==> config.mk <==
export PLATFORM = sky130hd
export DESIGN_NAME = wind_vane_direction_estimator
export DESIGN_NICKNAME = d
export VERILOG_FILES = /design/src/hdl/wvde_pkg.sv /design/src/hdl/wvde_front.sv /design/src/hdl/wvde_queue.sv /design/src/hdl/wvde_back.sv /design/src/hdl/wind_vane_direction_estimator.sv
export SDC_FILE = /design/constraint.sdc
export NUM_CORES = 2
export LEC_CHECK = 0
export ABC_AREA = 1
export BUFFER_PORTS_ARGS = -buffer_cell sky130_fd_sc_hd__buf_2
export CAP_MARGIN = 20
export CORE_UTILIZATION = 40
export DETAILED_ROUTE_END_ITERATION = 10
export PLACE_DENSITY = 0.54
export SYNTH_ARGS = -nofsm -noshare
export SYNTH_HDL_FRONTEND = slang
export SYNTH_SLANG_ARGS = --single-unit
==> constraint.sdc <==
create_clock -name clock -period 6.72 [get_ports clock]
set_clock_uncertainty 0.1 [all_clocks]
set_input_delay 0 -clock clock [delete_from_list [all_inputs] [get_ports clock]]
set_output_delay 0 -clock clock [all_outputs]
set_load 0.05 [all_outputs]
==> src/hdl/wvde_pkg.sv <==
// ----------------------------------------------------------------------------
// wvde_pkg
// Shared types and constants of the wind vane direction estimator: request,
// response and queue item layouts, configuration layout, register indexes.
// ----------------------------------------------------------------------------
package wvde_pkg;

   // Fixed field widths
   localparam int RES_W     = 20;
   localparam int CODE_W    = 12;
   localparam int CNT_W     = 11;
   localparam int STEP_W    = 12;
   localparam int DIR_W     = 4;
   localparam int TENTHS_W  = 16;
   localparam int ENTRY_W   = 4;
   localparam int CSR_IDX_W = 2;
   localparam int CSR_DAT_W = 20;

   // Request kinds
   localparam logic REQ_TABLE_WRITE = 1'b0;
   localparam logic REQ_SAMPLE      = 1'b1;

   // Register indexes
   localparam logic [CSR_IDX_W-1:0] CSR_SERIES_RES = 2'd0;
   localparam logic [CSR_IDX_W-1:0] CSR_SAMPLE_CNT = 2'd1;
   localparam logic [CSR_IDX_W-1:0] CSR_DIR_STEP   = 2'd2;

   typedef struct packed {
      logic                req_type;
      logic [ENTRY_W-1:0]  entry_index;
      logic [RES_W-1:0]    entry_resistance;
      logic [CODE_W-1:0]   sample_code;
   } wvde_req_type;

   typedef struct packed {
      logic [DIR_W-1:0]    direction_index;
      logic [TENTHS_W-1:0] direction_tenths;
   } wvde_rsp_type;

   // Classified work for the back end
   typedef enum logic [1:0] {
      OP_WRITE,
      OP_SAMPLE,
      OP_FULL_SCALE
   } wvde_op_type;

   typedef struct packed {
      wvde_op_type         op;
      logic [ENTRY_W-1:0]  index;
      logic [RES_W-1:0]    resistance;
      logic [CODE_W-1:0]   code;
   } wvde_item_type;

   // Live configuration seen by the back end
   typedef struct packed {
      logic [RES_W-1:0]    series_resistance;
      logic [CNT_W-1:0]    window_limit;
      logic [STEP_W-1:0]   direction_step;
   } wvde_cfg_type;

   typedef enum logic [2:0] {
      ST_IDLE,
      ST_SCAN,
      ST_ACC,
      ST_DIV,
      ST_OUT
   } wvde_state_type;

endpackage

==> src/hdl/wvde_front.sv <==
// ----------------------------------------------------------------------------
// wvde_front
// Request front end: accepts request beats, classifies them into table
// writes, regular samples and full-scale samples, drops writes beyond the
// table, and pushes the rest into the work queue.
// ----------------------------------------------------------------------------
module wvde_front #(
   parameter int NUM_DIRECTIONS = 16,
   parameter int ADC_FULL_SCALE = 4095
) (
   input  logic                   req_valid,
   output logic                   req_ready,
   input  wvde_pkg::wvde_req_type req_data,
   output logic                   push_valid,
   input  logic                   push_ready,
   output wvde_pkg::wvde_item_type push_item
);
   import wvde_pkg::*;

   logic entry_in_range;
   logic code_full_scale;

   assign entry_in_range  = int'(req_data.entry_index) < NUM_DIRECTIONS;
   assign code_full_scale = int'(req_data.sample_code) >= ADC_FULL_SCALE;

   // Take a beat whenever the queue has room
   assign req_ready = push_ready;

   // Drop writes that land outside the table
   assign push_valid = req_valid &&
                       ((req_data.req_type == REQ_SAMPLE) || entry_in_range);

   // Classify the beat
   always_comb begin
      push_item.index      = req_data.entry_index;
      push_item.resistance = req_data.entry_resistance;
      push_item.code       = req_data.sample_code;
      priority if (req_data.req_type == REQ_TABLE_WRITE) begin
         push_item.op = OP_WRITE;
      end else if (code_full_scale) begin
         push_item.op = OP_FULL_SCALE;
      end else begin
         push_item.op = OP_SAMPLE;
      end
   end

endmodule

==> src/hdl/wvde_queue.sv <==
// ----------------------------------------------------------------------------
// wvde_queue
// Two-entry work queue between front end and back end, so either side can
// stall without holding the other.
// ----------------------------------------------------------------------------
module wvde_queue (
   input  logic                    clock,
   input  logic                    reset,
   input  logic                    push_valid,
   output logic                    push_ready,
   input  wvde_pkg::wvde_item_type push_item,
   output logic                    pop_valid,
   input  logic                    pop_ready,
   output wvde_pkg::wvde_item_type pop_item
);
   import wvde_pkg::*;

   wvde_item_type slot_ff [2];
   logic          wr_ptr_ff, wr_ptr_in;
   logic          rd_ptr_ff, rd_ptr_in;
   logic [1:0]    count_ff, count_in;
   logic          do_push, do_pop;

   assign push_ready = count_ff != 2'd2;
   assign pop_valid  = count_ff != 2'd0;
   assign pop_item   = slot_ff[rd_ptr_ff];

   assign do_push = push_valid && push_ready;
   assign do_pop  = pop_valid && pop_ready;

   // Advance pointers and occupancy
   always_comb begin
      wr_ptr_in = do_push ? !wr_ptr_ff : wr_ptr_ff;
      rd_ptr_in = do_pop  ? !rd_ptr_ff : rd_ptr_ff;
      count_in  = count_ff + {1'b0, do_push} - {1'b0, do_pop};
   end

   always_ff @(posedge clock) begin
      if (reset) begin
         wr_ptr_ff <= 1'b0;
         rd_ptr_ff <= 1'b0;
         count_ff  <= 2'd0;
      end else begin
         wr_ptr_ff <= wr_ptr_in;
         rd_ptr_ff <= rd_ptr_in;
         count_ff  <= count_in;
      end
   end

   // Store the pushed beat
   always_ff @(posedge clock) begin
      if (do_push) begin
         slot_ff[wr_ptr_ff] <= push_item;
      end
   end

endmodule

==> src/hdl/wvde_back.sv <==
// ----------------------------------------------------------------------------
// wvde_back
// Back end sequencer: owns the resistance table, scans it one entry per
// cycle for the nearest match, accumulates indices over the window, runs a
// restoring divider for the rounded average and holds the result in the
// output register.
// ----------------------------------------------------------------------------
module wvde_back #(
   parameter int NUM_DIRECTIONS = 16,
   parameter int ADC_FULL_SCALE = 4095
) (
   input  logic                    clock,
   input  logic                    reset,
   input  logic                    item_valid,
   output logic                    item_ready,
   input  wvde_pkg::wvde_item_type item,
   input  wvde_pkg::wvde_cfg_type  cfg,
   output logic                    rsp_valid,
   input  logic                    rsp_ready,
   output wvde_pkg::wvde_rsp_type  rsp_data
);
   import wvde_pkg::*;

   localparam int IDX_W   = $clog2(NUM_DIRECTIONS);
   localparam int FULL_W  = $clog2(ADC_FULL_SCALE + 1);
   localparam int LHS_W   = RES_W + CODE_W;
   localparam int RHS_W   = RES_W + FULL_W;
   localparam int PROD_W  = (RHS_W > LHS_W) ? RHS_W : LHS_W;
   localparam int SCAN_W  = $clog2(NUM_DIRECTIONS + 2);
   localparam int SUM_W   = IDX_W + CNT_W;
   localparam int NUM_W   = SUM_W + 2;
   localparam int STEP_CW = (IDX_W > 1) ? $clog2(IDX_W) : 1;

   localparam logic [FULL_W-1:0]  FULL_V     = FULL_W'(ADC_FULL_SCALE);
   localparam logic [SCAN_W-1:0]  SCAN_LAST  = SCAN_W'(NUM_DIRECTIONS + 1);
   localparam logic [SCAN_W-1:0]  SCAN_FIRST = SCAN_W'(2);
   localparam logic [STEP_CW-1:0] STEP_LAST  = STEP_CW'(IDX_W - 1);

   // Table memory
   logic [RES_W-1:0]  table_mem [NUM_DIRECTIONS];
   logic [RES_W-1:0]  rd_data_ff;
   logic [IDX_W-1:0]  rd_addr;
   logic [IDX_W-1:0]  wr_addr;
   logic              mem_we;

   wvde_state_type    state_ff, state_in;

   // Scan datapath
   logic [PROD_W-1:0] lhs_ff;
   logic [FULL_W-1:0] rem_ff;
   logic [SCAN_W-1:0] scan_ff;
   logic [PROD_W-1:0] prod_ff;
   logic [PROD_W-1:0] best_ff;
   logic [IDX_W-1:0]  best_idx_ff;
   logic [LHS_W-1:0]  lhs_full;
   logic [RHS_W-1:0]  rhs_full;
   logic [PROD_W-1:0] diff;
   logic [IDX_W-1:0]  cmp_idx;
   logic              cmp_valid;
   logic              scan_done;

   // Window accumulation
   logic [SUM_W-1:0]  sum_ff, sum_in, sum_next;
   logic [CNT_W-1:0]  seen_ff, seen_in, seen_next;
   logic              window_close;

   // Divider
   logic [NUM_W-1:0]   num_ff;
   logic [NUM_W-1:0]   dsh_ff;
   logic [IDX_W-1:0]   quo_ff;
   logic [STEP_CW-1:0] step_cnt_ff;
   logic               quo_bit;
   logic               div_done;

   // Output stage
   logic               rsp_valid_ff, rsp_valid_in;
   wvde_rsp_type       rsp_data_ff;
   logic               rsp_load;
   logic [DIR_W-1:0]   dir_avg;
   logic [DIR_W+STEP_W-1:0] tenths_full;

   // Products and compare
   assign lhs_full  = cfg.series_resistance * item.code;
   assign rhs_full  = rd_data_ff * rem_ff;
   assign diff      = (lhs_ff >= prod_ff) ? (lhs_ff - prod_ff) : (prod_ff - lhs_ff);
   assign cmp_valid = scan_ff >= SCAN_FIRST;
   assign cmp_idx   = IDX_W'(scan_ff - SCAN_FIRST);
   assign scan_done = scan_ff == SCAN_LAST;

   assign rd_addr = (int'(scan_ff) < NUM_DIRECTIONS) ? scan_ff[IDX_W-1:0] : '0;
   assign wr_addr = IDX_W'(item.index);

   // Close the window on this sample
   assign sum_next     = sum_ff + SUM_W'(best_idx_ff);
   assign seen_next    = seen_ff + CNT_W'(1);
   assign window_close = seen_next >= cfg.window_limit;

   assign quo_bit  = num_ff >= dsh_ff;
   assign div_done = step_cnt_ff == STEP_LAST;

   assign dir_avg     = DIR_W'(quo_ff);
   assign tenths_full = dir_avg * cfg.direction_step;

   // Next state
   always_comb begin
      state_in = state_ff;
      unique case (state_ff)
         ST_IDLE: begin
            if (item_valid) begin
               unique case (item.op)
                  OP_SAMPLE:     state_in = ST_SCAN;
                  OP_FULL_SCALE: state_in = ST_ACC;
                  default:       state_in = ST_IDLE;
               endcase
            end
         end
         ST_SCAN: begin
            if (scan_done) state_in = ST_ACC;
         end
         ST_ACC: begin
            state_in = window_close ? ST_DIV : ST_IDLE;
         end
         ST_DIV: begin
            if (div_done) state_in = ST_OUT;
         end
         ST_OUT: begin
            if (!rsp_valid_ff || rsp_ready) state_in = ST_IDLE;
         end
         default: state_in = ST_IDLE;
      endcase
   end

   // State outputs
   always_comb begin
      item_ready = 1'b0;
      mem_we     = 1'b0;
      rsp_load   = 1'b0;
      unique case (state_ff)
         ST_IDLE: begin
            item_ready = 1'b1;
            mem_we     = item_valid && (item.op == OP_WRITE);
         end
         ST_OUT: begin
            rsp_load = !rsp_valid_ff || rsp_ready;
         end
         default: begin
            item_ready = 1'b0;
         end
      endcase
   end

   // Window accumulator next values
   always_comb begin
      sum_in  = sum_ff;
      seen_in = seen_ff;
      if (state_ff == ST_ACC) begin
         sum_in  = window_close ? '0 : sum_next;
         seen_in = window_close ? '0 : seen_next;
      end
   end

   assign rsp_valid_in = rsp_load || (rsp_valid_ff && !rsp_ready);

   // Control registers
   always_ff @(posedge clock) begin
      if (reset) begin
         state_ff     <= ST_IDLE;
         sum_ff       <= '0;
         seen_ff      <= '0;
         rsp_valid_ff <= 1'b0;
      end else begin
         state_ff     <= state_in;
         sum_ff       <= sum_in;
         seen_ff      <= seen_in;
         rsp_valid_ff <= rsp_valid_in;
      end
   end

   // Table write and registered read
   always_ff @(posedge clock) begin
      if (mem_we) begin
         table_mem[wr_addr] <= item.resistance;
      end
      rd_data_ff <= table_mem[rd_addr];
   end

   // Scan, divide and output datapath
   always_ff @(posedge clock) begin
      unique case (state_ff)
         ST_IDLE: begin
            lhs_ff      <= PROD_W'(lhs_full);
            rem_ff      <= FULL_V - FULL_W'(item.code);
            scan_ff     <= '0;
            best_idx_ff <= '0;
         end
         ST_SCAN: begin
            scan_ff <= scan_ff + SCAN_W'(1);
            prod_ff <= PROD_W'(rhs_full);
            // Keep the first entry on a tie
            if (cmp_valid && ((cmp_idx == '0) || (diff < best_ff))) begin
               best_ff     <= diff;
               best_idx_ff <= cmp_idx;
            end
         end
         ST_ACC: begin
            // Load the divider with (2*sum + n) / (2*n)
            num_ff      <= NUM_W'({sum_next, 1'b0}) + NUM_W'(seen_next);
            dsh_ff      <= NUM_W'({seen_next, 1'b0}) << (IDX_W - 1);
            quo_ff      <= '0;
            step_cnt_ff <= '0;
         end
         ST_DIV: begin
            if (quo_bit) num_ff <= num_ff - dsh_ff;
            dsh_ff      <= dsh_ff >> 1;
            quo_ff      <= IDX_W'({quo_ff, quo_bit});
            step_cnt_ff <= step_cnt_ff + STEP_CW'(1);
         end
         ST_OUT: begin
            if (rsp_load) begin
               rsp_data_ff.direction_index  <= dir_avg;
               rsp_data_ff.direction_tenths <= TENTHS_W'(tenths_full);
            end
         end
         default: begin
            scan_ff <= '0;
         end
      endcase
   end

   assign rsp_valid = rsp_valid_ff;
   assign rsp_data  = rsp_data_ff;

endmodule

==> src/hdl/wind_vane_direction_estimator.sv <==
// ----------------------------------------------------------------------------
// wind_vane_direction_estimator
// Resistor-ladder wind vane decoder: table loads and ADC samples in, one
// averaged direction per window out.
//
//   Channel  Ports                          Beat
//   request  req_valid/req_ready/req_data   table write or ADC sample
//   response rsp_valid/rsp_ready/rsp_data   averaged index and angle
//   csr      csr_wr_en/csr_index/csr_wdata  register write, no wait
//
// A table write is stored by the back end straight from idle. A sample runs
// the table scan of one entry per cycle through the single memory read port
// and multiplier. A sample that closes a window then goes on through the
// divider and output load. The two-entry queue keeps taking requests, while it
// has room, as the back end works or the response waits. Reset clears control
// state and sets registers to defaults; the table is undefined until written.
// ----------------------------------------------------------------------------
module wind_vane_direction_estimator #(
   parameter int NUM_DIRECTIONS = 16,
   parameter int ADC_FULL_SCALE = 4095,
   parameter int MAX_SAMPLES    = 1024
) (
   input  logic                                   clock,
   input  logic                                   reset,
   input  logic                                   req_valid,
   output logic                                   req_ready,
   input  wvde_pkg::wvde_req_type                 req_data,
   output logic                                   rsp_valid,
   input  logic                                   rsp_ready,
   output wvde_pkg::wvde_rsp_type                 rsp_data,
   input  logic                                   csr_wr_en,
   input  logic [wvde_pkg::CSR_IDX_W-1:0]         csr_index,
   input  logic [wvde_pkg::CSR_DAT_W-1:0]         csr_wdata
);
   import wvde_pkg::*;

   localparam logic [31:0] MAX_V = 32'(MAX_SAMPLES);

   logic [RES_W-1:0]  series_ff, series_in;
   logic [CNT_W-1:0]  count_ff,  count_in;
   logic [STEP_W-1:0] step_ff,   step_in;
   logic [CNT_W-1:0]  window_limit;
   wvde_cfg_type      cfg;

   logic              push_valid, push_ready;
   wvde_item_type     push_item;
   logic              pop_valid, pop_ready;
   wvde_item_type     pop_item;

   // Register writes
   always_comb begin
      series_in = series_ff;
      count_in  = count_ff;
      step_in   = step_ff;
      if (csr_wr_en) begin
         unique case (csr_index)
            CSR_SERIES_RES: series_in = csr_wdata[RES_W-1:0];
            CSR_SAMPLE_CNT: count_in  = csr_wdata[CNT_W-1:0];
            CSR_DIR_STEP:   step_in   = csr_wdata[STEP_W-1:0];
            default:        series_in = series_ff;
         endcase
      end
   end

   always_ff @(posedge clock) begin
      if (reset) begin
         series_ff <= RES_W'(10000);
         count_ff  <= CNT_W'(64);
         step_ff   <= STEP_W'(225);
      end else begin
         series_ff <= series_in;
         count_ff  <= count_in;
         step_ff   <= step_in;
      end
   end

   // Clamp window length to 1..MAX_SAMPLES
   always_comb begin
      priority if (count_ff == '0) begin
         window_limit = CNT_W'(1);
      end else if (int'(count_ff) > MAX_SAMPLES) begin
         window_limit = MAX_V[CNT_W-1:0];
      end else begin
         window_limit = count_ff;
      end
   end

   assign cfg.series_resistance = series_ff;
   assign cfg.window_limit      = window_limit;
   assign cfg.direction_step    = step_ff;

   wvde_front #(
      .NUM_DIRECTIONS (NUM_DIRECTIONS),
      .ADC_FULL_SCALE (ADC_FULL_SCALE)
   ) u_front (
      .req_valid  (req_valid),
      .req_ready  (req_ready),
      .req_data   (req_data),
      .push_valid (push_valid),
      .push_ready (push_ready),
      .push_item  (push_item)
   );

   wvde_queue u_queue (
      .clock      (clock),
      .reset      (reset),
      .push_valid (push_valid),
      .push_ready (push_ready),
      .push_item  (push_item),
      .pop_valid  (pop_valid),
      .pop_ready  (pop_ready),
      .pop_item   (pop_item)
   );

   wvde_back #(
      .NUM_DIRECTIONS (NUM_DIRECTIONS),
      .ADC_FULL_SCALE (ADC_FULL_SCALE)
   ) u_back (
      .clock      (clock),
      .reset      (reset),
      .item_valid (pop_valid),
      .item_ready (pop_ready),
      .item       (pop_item),
      .cfg        (cfg),
      .rsp_valid  (rsp_valid),
      .rsp_ready  (rsp_ready),
      .rsp_data   (rsp_data)
   );

endmodule

==> out/results.ini <==
[status]
status=completed

[synthesis]
avgSynthCellArea_um2=8.72
yosysWarnings=0
mappedNetlistArea_um2=49500
synth_top_flop_cell=edfxtp_1
synth_nets=6427
synth.distinct_cells=59
syn_inst=5674
synth_sequential_area_ratio=0.386
synth_seq_cells=669
synth_edf_count=571
async_reset_ff_frac=0

[worst_setup_path]
cp.required_ps=7010
cp_data_arrival_time_ps=6630
rrSetupSlack_ps=380
crit_chain=inv_1, buf_4, or2_2, nand2_1, clkinv_1, nand2_1, fa_1, inv_1, fa_1, fa_1, inv_1, fa_1, inv_1, ha_1, nand2_1, o21ai_0, nor2_1, o21ai_0, a21oi_1, xnor2_1
crit_buf_inv=6
path_max_fanout=35
startpoint_type=flip-flop
worst_setup_path_end_kind=flip-flop
crit_end=u_back.lhs_ff[20]$_DFFE_PP_
crit_type=reg2reg
r2r_cells=20
crit_family=adder cells
max_stage_delay_ps=550
path_depth=20
timing.rr.end=u_back.lhs_ff[20]$_DFFE_PP_
crit_slowest_cell=clkinv_1

[global_route]
grt.total_usage=0.224
grt_pass1_vias=38400
grt_pass1_wl_mm=219
grt_max_degree=96
overflow=0
antenna_found_initial=3

[layout]
drive_gt1_frac=0.0656
nNetsFinal=6577
areaGrowthSynthToFinish_pct=12.1
fillCellCount=11900

[route]
drt_iter0_drc=2566
num_vias=37700
drc_errors=0
wl_mm=139
ant_nets=0
avgViaCountPerCell=5.02
routedWlPerCell_um=18.4
drt_pass1_iterations=7

[sta]
hold_viol_final=0
finalSetupViolations=0
rsz0062_at_grt=no
slew_viol_final=0
finalCriticalPeriod_ps=6340
relSlewSlack=0.239
fmax_ghz=0.158
worst_pin_slew_ps=1140
fin_crit_sh=0.943
setup_tns_ps=0

[floorplan]
rows=128
die_w_um=354
io_pins=86
start_util=0.405
die_area_um2=125000
coreArea_um2=122000
fp.dieH_um=354

[cts]
cts_setup_buffers=0
cts_tree=done
clk_pin_slew_ps=60
root_buffer=clkbuf_16
cts.sinks=669
clk_latency_ps=670
cts-htree-levels=3
cts_buffers=78
clock_path_buffers=3

[hold_path]
min-delay-path-class=in2reg
whs_path_depth=2

[job]
drv_cap=0

[placement]
portBuffers=85
hpwl_mm=101
finalWeightedCongestion=0.909

-- cell usage after synthesis, types with 5 or more instances --
| cell | n | area [um2] |
|---|---|---|
| a21o_1 | 21 | 158 |
| a21oi_1 | 242 | 1210 |
| a31oi_1 | 8 | 50.1 |
| and3_1 | 6 | 37.5 |
| buf_1 | 15 | 56.3 |
| buf_2 | 30 | 150 |
| buf_6 | 8 | 90.1 |
| clkbuf_1 | 131 | 492 |
| clkinv_1 | 9 | 33.8 |
| dfxtp_1 | 98 | 1960 |
| edfxtp_1 | 571 | 17100 |
| fa_1 | 385 | 7710 |
| ha_1 | 304 | 3800 |
| inv_1 | 1015 | 3810 |
| inv_2 | 9 | 33.8 |
| nand2_1 | 1412 | 5300 |
| nand2_2 | 17 | 106 |
| nand3_1 | 179 | 896 |
| nand3_2 | 5 | 50.1 |
| nand4_1 | 36 | 225 |
| nor2_1 | 600 | 2250 |
| nor2_2 | 7 | 43.8 |
| nor3_1 | 31 | 155 |
| o211ai_1 | 13 | 97.6 |
| o21ai_0 | 209 | 1050 |
| o21ai_1 | 11 | 55.1 |
| o21bai_1 | 20 | 150 |
| o22ai_1 | 5 | 31.3 |
| o311ai_0 | 68 | 596 |
| or2_2 | 34 | 213 |
| xnor2_1 | 44 | 385 |
| xor2_1 | 67 | 587 |
-- layout by cell type (no fill, tap or decap), drive strengths merged, types with 5 or more instances in the layout --
cell / netlist / layout
a21o: 21 / 21
a21oi: 246 / 246
a31oi: 8 / 8
and3: 6 / 6
buf: 55 / 149
bufinv: 0 / 7
clkbuf: 133 / 101
clkinv: 9 / 37
clkinvlp: 0 / 6
dfxtp: 98 / 98
dlygate4sd3: 0 / 109
edfxtp: 571 / 571
fa: 385 / 385
ha: 304 / 304
inv: 1024 / 1024
nand2: 1431 / 1431
nand3: 184 / 184
nand4: 36 / 36
nor2: 612 / 612
nor3: 35 / 35
o211ai: 13 / 13
o21ai: 221 / 221
o21bai: 20 / 20
o22ai: 5 / 5
o311ai: 72 / 72
or2: 36 / 36
xnor2: 44 / 44
xor2: 67 / 67
-- worst min path at each step --
stage	startpoint	endpoint	slack, ps
detailed placement	req_data[25]	u_queue.slot_ff[0][25]$_DFFE_PP_	90
floorplan	req_data[0]	u_queue.slot_ff[0][0]$_DFFE_PP_	-1
finish	req_data[28]	u_queue.slot_ff[0][28]$_DFFE_PP_	50
global placement	req_data[26]	u_queue.slot_ff[0][26]$_DFFE_PP_	90
CTS	req_data[28]	u_queue.slot_ff[0][28]$_DFFE_PP_	8
global route	req_data[28]	u_queue.slot_ff[0][28]$_DFFE_PP_	30
-- metrics by stage --
| step | instance area [um2] | setup slack [ps] | cells | hold slack (ps) | util |
|---|---|---|---|---|---|
| after floorplan | 49500 | 1330 | 5674 | -1.13 | - |
| after global placement | 51700 | 373 | 7257 | 88.5 | 0.423 |
| after detailed placement | 51700 | 290 | 7259 | 92.3 | 0.423 |
| after CTS | 55500 | 300 | 7510 | 7.95 | 0.454 |
| after global routing | 55500 | 19.0 | 7511 | 28.3 | 0.454 |
| final | 55500 | 380 | 7512 | 51.7 | 0.454 |
-- worst register-to-register path, cell delays in order (launching register included) --
cell and delay [ps]:
dfxtp_1 470, inv_1 120, buf_4 270, or2_2 330, nand2_1 160, clkinv_1 550, nand2_1 290, fa_1 440
inv_1 90, fa_1 440, fa_1 540, inv_1 50, fa_1 480, inv_1 50, ha_1 410, nand2_1 150
o21ai_0 280, nor2_1 100, o21ai_0 420, a21oi_1 190, xnor2_1 170
-- registers in the layout, indices dropped and copies added (netlist names), 17 cells and up, named ones only --
| register | cells |
|---|---|
| u_queue.slot_ff | 76 |
| u_back.lhs_ff | 32 |
| u_back.best_ff | 32 |
| u_back.prod_ff | 32 |
| u_back.table_mem | 320 |
| u_back.rd_data_ff | 20 |
| u_back.rsp_data | 20 |
| u_back.num_ff | 17 |
| series_ff | 20 |
-- timing repair --
action	4_1_cts	5_1_grt
hold buffers	109	0
endpoints found under the setup margin	0	6
endpoints found under the hold margin	171	0
gates resized for setup	0	3
-- layout make-up --
class	instances	area, um2	share of cell area
well taps	1625	2030	0.0366
clock buffers	101	2100	0.0378
clock inverters	41	538	0.00969
repair buffers	258	2050	0.0369
multi-input cells	3784	25800	0.464
flip-flops and latches	669	19100	0.344
diodes	1	2.50	0.0000451
inverters	1033	3890	0.0702
-- layer usage --
| layer | track usage | vias up | share of wire |
|---|---|---|---|
| met5 | 0 | - | 0.00016 |
| met4 | 0.0630 | 4 | 0.026 |
| met3 | 0.0234 | 200 | 0.042 |
| met2 | 0.383 | 868 | 0.48 |
| met1 | 0.300 | 18400 | 0.45 |
| li1 | - | 18300 | - |
-- kinds of logic (layout without fill, tap and decap cells) --
group                    Yosys count  in the layout  share of synthesized area
XOR/XNOR                         111            111                     0.0196
AO/OA/AOI/OAI                    628            628                     0.0739
other                              0              1                          0
flip-flops                       669            669                      0.386
AND/OR/NAND/NOR                 2352           2352                      0.192
buffers and inverters           1221           1433                     0.0948
multiplexers                       4              4                   0.000809
adder cells (fa/ha/maj)          689            689                      0.233
Power is not shown: default switching activity piles up to over one toggle a cycle in this logic, so the estimate is an artifact.
